--- config.mk ---
export PLATFORM = sky130hd
export DESIGN_NAME = bts_cell
export DESIGN_NICKNAME = d
export VERILOG_FILES = /design/src/bts_pkg.sv /design/src/bts_cell.sv
export SDC_FILE = /design/constraint.sdc
export NUM_CORES = 1
export LEC_CHECK = 0
export ABC_AREA = 0
export BUFFER_PORTS_ARGS = -buffer_cell sky130_fd_sc_hd__buf_2
export CAP_MARGIN = 15
export CORE_ASPECT_RATIO = 0.8
export CORE_UTILIZATION = 45
export DETAILED_ROUTE_END_ITERATION = 8
export PLACE_DENSITY = 0.77
export SLEW_MARGIN = 20
export SYNTH_ARGS = -nofsm -noshare
export SYNTH_HDL_FRONTEND = slang
export SYNTH_SLANG_ARGS = --single-unit
--- constraint.sdc ---
create_clock -name clock -period 3.65 [get_ports clock]
set_input_delay 0.365 -clock clock [delete_from_list [all_inputs] [get_ports clock]]
set_output_delay 0.365 -clock clock [all_outputs]
set_load 0.01 [all_outputs]
--- src/bts_pkg.sv ---
// ---------------------------------------------------------------------------
// bts_pkg
// Types, codes and helpers shared by the sighting table block.
// ---------------------------------------------------------------------------
package bts_pkg;

   // Width of the slot index carried by a search beat.
   localparam int SLOT_W = 8;

   // Result status codes.
   localparam logic [2:0] ST_NOT_TRACKER = 3'd0;
   localparam logic [2:0] ST_UPDATED     = 3'd1;
   localparam logic [2:0] ST_INSERTED    = 3'd2;
   localparam logic [2:0] ST_DROPPED     = 3'd3;
   localparam logic [2:0] ST_CLEARED     = 3'd4;

   // Configuration register indexes.
   localparam logic [1:0] CSR_COUNT_THR = 2'd0;
   localparam logic [1:0] CSR_SPAN_THR  = 2'd1;
   localparam logic [1:0] CSR_LIMIT     = 2'd2;

   // Company identifiers and subtypes.
   localparam logic [15:0] CO_KIND0   = 16'h004C;
   localparam logic [15:0] CO_KIND1   = 16'h0097;
   localparam logic [15:0] CO_KIND2   = 16'h0075;
   localparam logic [15:0] CO_KIND3   = 16'h0349;
   localparam logic [7:0]  SUB_A      = 8'h12;
   localparam logic [7:0]  SUB_B      = 8'h07;

   typedef struct packed {
      logic              cmd;
      logic [7:0]        mfg_length;
      logic [15:0]       company_id;
      logic [7:0]        vendor_subtype;
      logic [47:0]       device_address;
      logic signed [7:0] signal_dbm;
      logic [31:0]       time_ms;
   } req_type;

   typedef struct packed {
      logic [2:0]  status;
      logic [1:0]  tracker_kind;
      logic [5:0]  slot;
      logic [15:0] sighting_count;
      logic        is_persistent;
      logic [6:0]  entries_used;
   } rsp_type;

   // One search beat walking down the chain of cells.
   typedef struct packed {
      logic              valid;
      logic              hit;
      logic [47:0]       addr;
      logic [31:0]       now;
      logic [SLOT_W-1:0] slot;
      logic [15:0]       count;
      logic [31:0]       span;
   } token_type;

   // Classification: bit 2 set means a tracker, bits 1:0 the kind.
   function automatic logic [2:0] classify(input logic [7:0] len,
                                           input logic [15:0] co,
                                           input logic [7:0] sub);
      logic [2:0] r;
      r = 3'b000;
      if (len >= 8'd2) begin
         if (co == CO_KIND0) begin
            if (len >= 8'd3 && (sub == SUB_A || sub == SUB_B)) r = 3'b100;
         end else if (co == CO_KIND1) begin
            r = 3'b101;
         end else if (co == CO_KIND2) begin
            r = 3'b110;
         end else if (co == CO_KIND3) begin
            r = 3'b111;
         end
      end
      return r;
   endfunction

endpackage

--- src/bts_cell.sv ---
// ---------------------------------------------------------------------------
// bts_cell
// One table entry; compares and updates as a search beat passes through.
// ---------------------------------------------------------------------------
module bts_cell
   import bts_pkg::*;
#(
   parameter int IDX = 0,
   parameter int CW  = 7
) (
   input  logic          clock,
   input  logic          reset,
   input  logic [CW-1:0] entry_cnt,
   input  token_type     tok_in,
   output token_type     tok_out,
   input  logic          ins_en,
   input  logic [CW-1:0] ins_idx,
   input  logic [47:0]   ins_addr,
   input  logic [31:0]   ins_time
);

   logic [47:0] addr_ff;
   logic [31:0] first_ff;
   logic [15:0] count_ff;
   token_type   tok_ff;
   token_type   tok_in_w;
   logic        match;

   // A live entry whose address equals the beat's address is a hit, unless an earlier cell already hit.
   assign match = tok_in.valid && !tok_in.hit && (32'(entry_cnt) > IDX) &&
                  (addr_ff == tok_in.addr);

   // Next beat: passes through, or carries this entry's updated values.
   always_comb begin
      tok_in_w = tok_in;
      if (match) begin
         tok_in_w.hit   = 1'b1;
         tok_in_w.slot  = SLOT_W'(IDX);
         tok_in_w.count = (count_ff == 16'hFFFF) ? count_ff : count_ff + 16'd1;
         tok_in_w.span  = tok_in.now - first_ff;
      end
   end

   // Beat register.
   always_ff @(posedge clock) begin
      if (reset) begin
         tok_ff <= '0;
      end else begin
         tok_ff <= tok_in_w;
      end
   end

   // Entry storage: written on insert or on a hit.
   always_ff @(posedge clock) begin
      if (ins_en && (32'(ins_idx) == IDX)) begin
         addr_ff  <= ins_addr;
         first_ff <= ins_time;
         count_ff <= 16'd1;
      end else if (match) begin
         count_ff <= tok_in_w.count;
      end
   end

   assign tok_out = tok_ff;

endmodule

* Word level (Yosys, flattened, before mapping)
Cells that the tools add are included.
** Word-level totals
- Memory bits (writable) :: 0
- Input bits :: 235
- Memory bits (read-only) :: 0
- Latch bits :: 0
- Flip-flop bits (word level) :: 234
- Logic and storage cells :: 25
- Memories :: 0
** Operators by class
- Multiply operators :: 0
- Divide/modulo/power cells :: 0
- Mux-type cells :: 3
- Shift-type cells :: 0
- Add/subtract/negate cells :: 2
- Magnitude comparators :: 1
- Eq/ne operators :: 2
- Reduce and logical (&&, ||, !) cells :: 7
- Bitwise gates (word level) :: 0
** Operators by type and width (number)
- equality test 48 bit :: 1
- two-way mux 48 bit :: 1
- subtractor 32 bit :: 1
- adder 16 x 1 -> 16 bit, second input constant :: 1
- equality test 16 bit, second input constant :: 1
- two-way mux 16 bit :: 1
- greater-than comparator 7 x 1 -> 1 bit, second input constant :: 1
- logical NOT 7 bit :: 1
- logical AND 1 bit :: 4
- OR reduction 2 bit :: 1
- logical NOT 1 bit :: 1
- two-way mux 1 bit :: 1

* Logic depth before layout (Yosys ltp)
Gate-level depths: netlist of run 1.
- Depth after elaboration :: 5
- Mapped depth :: 11
- Depth with buffers taken out :: 11

* Worst setup path after synthesis of run 1
Ideal clock, no wire load.
- Path kind :: input -> register
- Start point :: in ins_idx[1]
- End point :: reg addr_ff[0], enable pin
- Library setup time :: 476 ps
- Required time :: 3174 ps
- Arrival :: 3404 ps
- Slack :: -230 ps
- Buffers on the path :: 2
- Stages on the path :: 4
- Path through :: nor4_1 and4b_1 clkbuf_1 clkbuf_1
** Between the ends
- Cells in the longest elaborated chain, start to end :: 2
** RTL lines
- start, declared :: RTL line bts_cell.sv:17 : input logic [CW-1:0] ins_idx,
- logical NOT 7 bit :: RTL line bts_cell.sv:55 : if (ins_en && (32'(ins_idx) == IDX)) begin
- logical AND 1 bit :: RTL line bts_cell.sv:55
- end signal, assigned :: RTL line bts_cell.sv:56 : addr_ff <= ins_addr;
- end, declared :: RTL line bts_cell.sv:22 : logic [47:0] addr_ff;
Every way passes these cells.
A chain may end at the register's enable or synchronous reset.

* Worst setup path in the final report of run 1
- Start point :: reg first_ff[1]
- End point :: reg tok_ff (netlist bit tok_out[29])
** Between the ends
- Cells in the longest elaborated chain, start to end :: 2
** RTL lines
- start, declared :: RTL line bts_cell.sv:23 : logic [31:0] first_ff;
- start signal, assigned :: RTL line bts_cell.sv:57 : first_ff <= ins_time;
- subtractor 32 bit :: RTL line bts_cell.sv:40 : tok_in_w.span = tok_in.now - first_ff;
- two-way mux 48 bit :: RTL line bts_cell.sv:36 : if (match) begin
- end signal, assigned :: RTL line bts_cell.sv:49 : tok_ff <= tok_in_w;
- end, declared :: RTL line bts_cell.sv:25 : token_type tok_ff;
Every way passes these cells.

==> results of run 1 <==
Yosys cell counts (all sizes together), types with 4 or more instances:
master	number
nor3	25
xor2	19
edfxtp	80
nor4	9
nor2b	86
and2	7
mux2i	28
xnor2	60
dfxtp	154
o21ai	20
a31oi	7
nor3b	6
and3	13
o21a	9
a2111oi	4
nand4	16
a21oi	48
inv	58
nand2	41
or3	7
nand2b	4
nor2	93
clkbuf	25
a211oi	5
ha	32
a21o	5
buf	10
o211ai	6
nand3	11
cell usage in the layout, fill, tap and decap left out, types with 4 or more instances in the layout:
cell	instances
buf_2	371
dfxtp_1	154
nor2_1	93
nor2b_1	86
edfxtp_1	80
xnor2_1	60
inv_1	58
a21oi_1	48
nand2_1	41
ha_1	32
mux2i_1	28
clkbuf_16	25
o21ai_0	20
xor2_1	19
nor3_1	18
nand4_1	15
and3_1	13
nand3_1	11
buf_4	11
o21a_1	9
nor4_1	8
or3_1	7
and2_1	7
a31oi_1	7
nor3_2	7
o211ai_1	6
nor3b_1	6
clkinv_1	6
a211oi_1	5
a21o_1	5
clkinv_2	5
dlygate4sd3_1	5
nand2b_1	4
state kept, by name, summed over array words and instances, names as in the netlist:
signal,cells
count_ff,16
first_ff,32
addr_ff,48
tok_out,138
timing repair:
action                     CTS  global route
setup endpoints to repair    0             0
hold endpoints to repair     3             2
hold buffers                 3             2
metrics by stage:
stage	std cells	hold slack (ns)	cell area (um^2)	total power [uW]
floorplan	933	0.4639	9902	3139
global placement	1557	0.5243	12100	3417
detailed placement	1557	0.5432	12100	3430
CTS	1603	0.0002347	12850	5696
global route	1606	0.001068	12870	5851
finish	1608	0.02073	12870	5652
worst paths after layout:
| check | end | slack [ns] | cells past startpoint |
|---|---|---|---|
| max | tok_out[29] | 0.72 | 10 |
| min | addr_ff[19] | 0.02 | 1 |
| max reg2reg | tok_out[29] | 0.72 | 10 |
| min reg2reg | count_ff[3] | 0.56 | 2 |
report_power, final:
part           switching [uW]  internal (uW)  leakage [uW]
Clock                    1000           1260      0.000352
Sequential               21.7           2780       0.00200
Combinational             308            276       0.00357
Total                    1330           4320       0.00592
cell type report:
cell class | count | area, um^2
sequential | 234 | 5485
antenna | 3 | 7.507
tap | 275 | 344.1
multi-input combinational | 606 | 4069
inverter | 58 | 217.7
clock buffer | 29 | 650.6
timing repair buffer | 389 | 2029
fill | 1869 | 8686
clock inverter | 14 | 71.32
cell families (layout without fill, tap and decap cells):
logic type      after synthesis  count (layout)  synth area share [%]
simple gates                330             330                 17.74
flops                       234             234                 55.40
compound gates              134             134                 8.935
buf+inv                      93             490                 3.627
xor+xnor                     79              79                 6.988
fa+ha+maj                    33              33                 4.246
mux                          30              30                 3.058
other cells                   0               3                     0
worst max-delay path, cell delays in order, from the launching register on:
cell and delay (ns):
edfxtp_1 0.42, inv_1 0.08, ha_1 0.21, nor2b_1 0.14, o31a_1 0.29, o221ai_1 0.33
o2111ai_1 0.41, a311oi_1 0.47, xor2_1 0.18, nor3_1 0.07, a31o_2 0.23
per-layer routing:
layer  global-route usage, %  routed length [um]
met5                       0                   0
met4                   5.708                 533
met3                   5.744                2368
met2                   38.06               13060
met1                   32.33               12000
==> reports/results.ini, run 1 <==
[place]
hpwlAfterDp_um=21380
pre_cts_slack_ns=0.7323
io_buffers=372
place.gp.congestion=0.9045

[timing]
setup-violations-final=0
rsz0062_at_grt=no
fmax_ghz=0.3416
hold_viol=0
slew_headroom_pct=49.31
fin_crit_ns=2.928
fin_setup_tns_ns=0
fin_worst_skew_ns=0.01431
maxSlewViolCount=0
fin_ws_ns=0.7224
timing.final.crit_share_pct=80.21
tightest_slew_ns=0.7604

[floorplan]
core-area_um2=21560
die_h_um=134.7
die_x_um=167.8
io_pins=373
die_area_um2=22600
initial_core_util_pct=45.92
num_rows=48

[clocking]
cts_resized=0
postCtsSetupBuffers=0
clockBufferDepth=3
worstSkewPairLatency_ns=0.52
cts-root-buf=clkbuf_16
path_clk_slew_ns=0.06
h-tree-depth=1
cts_tree=done
cts_inserted_buffers=24
clock-sinks=234

[logic_synthesis]
synthFlopType=dfxtp_1
yosysWarnings=0
ys_ff_latch=234
yosysUniqueCellTypes=63
syn_avg_cell_area_um2=10.61
synth.net_count=1201
ys_seq_area_share_pct=55.40
synthTopCellsByArea=dfxtp_1 31%, edfxtp_1 24%, nor2b_1 5.4%
synth_enable_flop_cells=80
post-synth-top-area-fraction_pct=31.14
synth.largest_area_cell=dfxtp_1
syn_inst=933
async_reset_ff_share_pct=0
synth_area_um2=9901

[min_path]
min_from=ins_addr[19]
hold_path_class=in -> reg

[final_layout]
drive_above_1_share_pct=32.86
final_nets=1581
utilization_pct=59.71
area_growth_pct=30.04

[drt]
drtIter0Drc=656
ant_nets=0
routedWlPerCell_um=17.39
drtPass1Iterations=7
vias=8248
drc=0
vias_per_cell=5.129
drt_wl_total_um=27970

[setup_path]
cp-start-kind=flip-flop
worst_setup_path_end_kind=flip-flop
reg2reg_from=first_ff[1]
crit_path_start=first_ff[1]
critPathMaxFanout=4
required_ns=4.06
setup.worst_path.class=reg -> reg
arrival_ns=3.34

[global_routing]
grt_pass1_wl_um=41820
grt_overflow_total=0
grt_max_degree=69
antenna_found_initial=2
grt.total_usage_pct=23.72
grt_pass1_vias=7721

[job]
maxCapViolCount=0

[power]
p_leak_uw=0.005921
irDropWorstVdd_v=0.0003109
p_per_area_nw_per_um2=439.0

[outcome]
status=completed

Note: power is estimated with default switching activity, not from simulation.
==> run 2: changes to the inputs <==
Settings changed: ABC_AREA 0 to 1, PLACE_DENSITY 0.77 to 0.72.
Clock period 3.65 ns to 3 ns, I/O delays scaled along.
==> run 2 against run 1 <==
Effect of this change:
- total power up 32%
- critical endpoint is now tok_out[1]
- highest routed layer unchanged
- register-to-register slack lost 0.13 ns
- worst hold slack better by 0.0052 ns
- core utilization increased by 3.9 points
==> reports/results.ini, run 2 <==
[outcome]
status=completed

[clocking]
h-tree-depth=1  ; unchanged
clockBufferDepth=3  ; unchanged
clock-sinks=234  ; unchanged
cts-root-buf=clkbuf_16
cts_inserted_buffers=25  ; +4.2%
worstSkewPairLatency_ns=0.55  ; +0.03 ns
postCtsSetupBuffers=0  ; unchanged
path_clk_slew_ns=0.06  ; about the same
cts_tree=done

[final_layout]
drive_above_1_share_pct=18.77  ; -14 points
antenna_cells=0  ; -3
fillers=2320  ; +24%
final_nets=2583  ; +63%
layout_common_cells=597 x nand2_1, 371 x buf_2, 359 x inv_1, 282 x nor2_1, 163 x dlygate4sd3_1
area_growth_pct=38.74
largest_register_ffs=138  ; unchanged
mostFrequentLayoutCell=nand2_1
stdcell_count=2690  ; +67%

[setup_path]
cp-start-kind=input pin
path_cells=dlygate4sd3_1 > buf_2 > inv_1 > nand2_1 > nand2_1 > nor2_1 > nand2_1 > nor2_1 > nand3_1 > nor2_1 > buf_4 > nand2_1 > nand2_1 > nor2_1
arrival_ns=2.84  ; -0.50 ns
setup.worst_path.class=in -> reg
path_common_cell=nand2_1
critPathMaxFanout=7  ; +3
crit_buf_inv=4  ; +3
cp.depth=14  ; +4
required_ns=3.42  ; -0.64 ns
reg2reg_slack_ns=0.59  ; -0.13 ns
crit-reg2reg-capture=tok_out[1]
reg2reg_from=addr_ff[12]
worst_setup_path_end_kind=flip-flop
path_delay_family=simple AND/OR/NAND/NOR gates
cp_slowest_cell=nor2_1
max_stage_delay_ns=0.55  ; +0.08 ns
r2r.worst_path.cells=11  ; +1

[power]
p_leak_uw=0.009304  ; +57%
switchingPower_uw=1931  ; +45%
switching_share_pct=25.82  ; +2.2 points
p_seq_share_pct=45.6  ; -3.9 points
combPwrFrac_pct=14.4  ; +4.1 points
power.share.clock_pct=40.0  ; about the same
power.internal_uw=5546  ; +28%
p_per_area_nw_per_um2=446.4  ; +1.7%
irDropWorstVdd_v=0.0004201  ; +35%

[drt]
ant_nets=0  ; unchanged
vias=12942  ; +57%
vias_per_cell=4.811  ; -6.2%
drt_wl_total_um=41850  ; +50%
drtIter0Drc=1018  ; +55%
drtPass1Iterations=6  ; -1
drc=0  ; unchanged
routedWlPerCell_um=15.56  ; -11%

[min_path]
min_from=tok_in[35]
hold_path_depth=3  ; +2
worstHoldEndpoint=tok_out[35]
hold_path_class=in -> reg

[place]
hpwlAfterDp_um=30850  ; +44%
dpl.cell_count=2482  ; +59%
place.gp.congestion=0.9837  ; +8.8%
io_buffers=372  ; unchanged

[global_routing]
grt.total_usage_pct=29.70  ; +6.0 points
grt_pass1_wl_um=63250  ; +51%
grt_overflow_total=0  ; unchanged
grt_max_degree=80  ; +16%
antenna_found_initial=0  ; -2
grt_pass1_vias=12176  ; +58%

[logic_synthesis]
synthFlopType=dfxtp_1
yosysUniqueCellTypes=34  ; -46%
post-synth-top-area-fraction_pct=25.54  ; -5.6 points
async_reset_ff_share_pct=0  ; unchanged
synth_area_um2=12070  ; +22%
yosysWarnings=0  ; unchanged
ys_ff_latch=234  ; unchanged
synth_enable_flop_cells=80  ; unchanged
synth.net_count=2041  ; +70%
syn_avg_cell_area_um2=6.809  ; -36%
syn_inst=1773  ; +90%
yosysMostFrequentCell=nand2_1
synth.cells.most_frequent=597 x nand2_1, 359 x inv_1, 282 x nor2_1
ys_seq_area_share_pct=45.44  ; -10 points
synthTopCellsByArea=dfxtp_1 26%, edfxtp_1 20%, nand2_1 19%
synth.largest_area_cell=dfxtp_1

[timing]
rsz0062_at_grt=no
fin_worst_skew_ns=0.01903  ; +0.004715 ns
tightest_slew_ns=0.7260  ; -0.03435 ns
maxSlewViolCount=0  ; unchanged
setup-violations-final=0  ; unchanged
timing.final.crit_share_pct=80.57
fin_setup_tns_ns=0  ; unchanged
slew_headroom_pct=51.60  ; +2.3 points
fin_crit_ns=2.417
fmax_ghz=0.4137
hold_viol=0  ; unchanged

[job]
maxCapViolCount=0  ; unchanged

[floorplan]
io_pins=373  ; unchanged
num_rows=53  ; +10%
initial_core_util_pct=45.85  ; -0.067 points
core-area_um2=26330  ; +22%
die_area_um2=27490  ; +22%
die_x_um=185.1  ; +10%
die_h_um=148.5  ; +10%

-- run 2: cell families (layout without fill, tap and decap cells) --
group / count (synthesis) / count (layout) / share of synthesized area [%]
compound gates: 60 / 60 / 2.581
flops: 234 / 234 / 45.44
fa+ha+maj: 33 / 33 / 3.483
xor+xnor: 20 / 20 / 1.513
buf+inv: 396 / 956 / 12.61
simple gates: 1030 / 1030 / 34.37
-- run 2: cell type report --
cell class              count  area, um^2  share of cell area, %
repair buffers            544        3588                  21.43
flip-flops and latches    234        5485                  32.75
clock inverters             7       56.30                 0.3362
clock buffers              38       725.7                  4.333
inverters                 367        1378                  8.225
well taps                 357       446.7                  2.667
multi-input cells        1143        5069                  30.26
-- run 2: metrics by stage --
step | power (uW) | hold WS (ns) | cell area [um^2] | setup WS, ns | util (%)
3_3_place_gp | 4342 | 0.4679 | 14340 | 0.6495 | 54.45
3_5_place_dp | 4351 | 0.4712 | 14340 | 0.6772 | 54.45
4_1_cts | 7487 | 0.001531 | 16750 | 0.6776 | 63.62
6_report | 7477 | 0.02592 | 16750 | 0.5830 | 63.62
2_1_floorplan | 3932 | 0.3989 | 12070 | 0.5040 | -
5_1_grt | 7767 | 0.01211 | 16750 | 0.4193 | 63.62
-- run 2: how the worst max path moves through the flow --
| stage | slack [ns] | endpoint | start |
|---|---|---|---|
| after floorplan | 0.50 | addr_ff[0] | ins_idx[1] |
| after global placement | 0.65 | tok_out[45] | entry_cnt[6] |
| after detailed placement | 0.68 | tok_out[50] | entry_cnt[6] |
| after CTS | 0.68 | tok_out[1] | addr_ff[44] |
| after global routing | 0.42 | tok_out[1] | addr_ff[12] |
| final | 0.58 | tok_out[1] | tok_in[100] |
-- run 2: per-layer routing --
metal	up-vias	GRT usage (%)	part of all wire [%]
met5	-	0	0
met4	0	9.463	3.3
met3	97	8.031	9.7
met2	626	47.05	44
met1	5812	39.28	43
li1	6407	-	-
-- run 2: power by group through the flow --
stage               clock (uW)  combinational [uW]  sequential [uW]
floorplan                    0                 402             3530
global placement             0                 867             3480
detailed placement           0                 875             3480
CTS                       3030                1050             3410
global route              3170                1180             3420
finish                    2990                1070             3410
-- run 2: worst reg2reg max path, stage by stage (launching register included) --
cell      delay (ns)
edfxtp_1        0.40
nand2_1         0.09
nand2_1         0.11
nor2_1          0.32
nand2_1         0.09
nor2_1          0.09
nand3_1         0.21
nor2_1          0.55
buf_4           0.28
nand2_1         0.07
nand2_1         0.05
nor2_1          0.05
-- run 2: what timing repair did --
item                                    in CTS  in global routing
hold endpoints to repair                   163                  0
gates resized for setup                      0                  0
endpoints found under the setup margin       0                  0
hold buffers                               163                  0
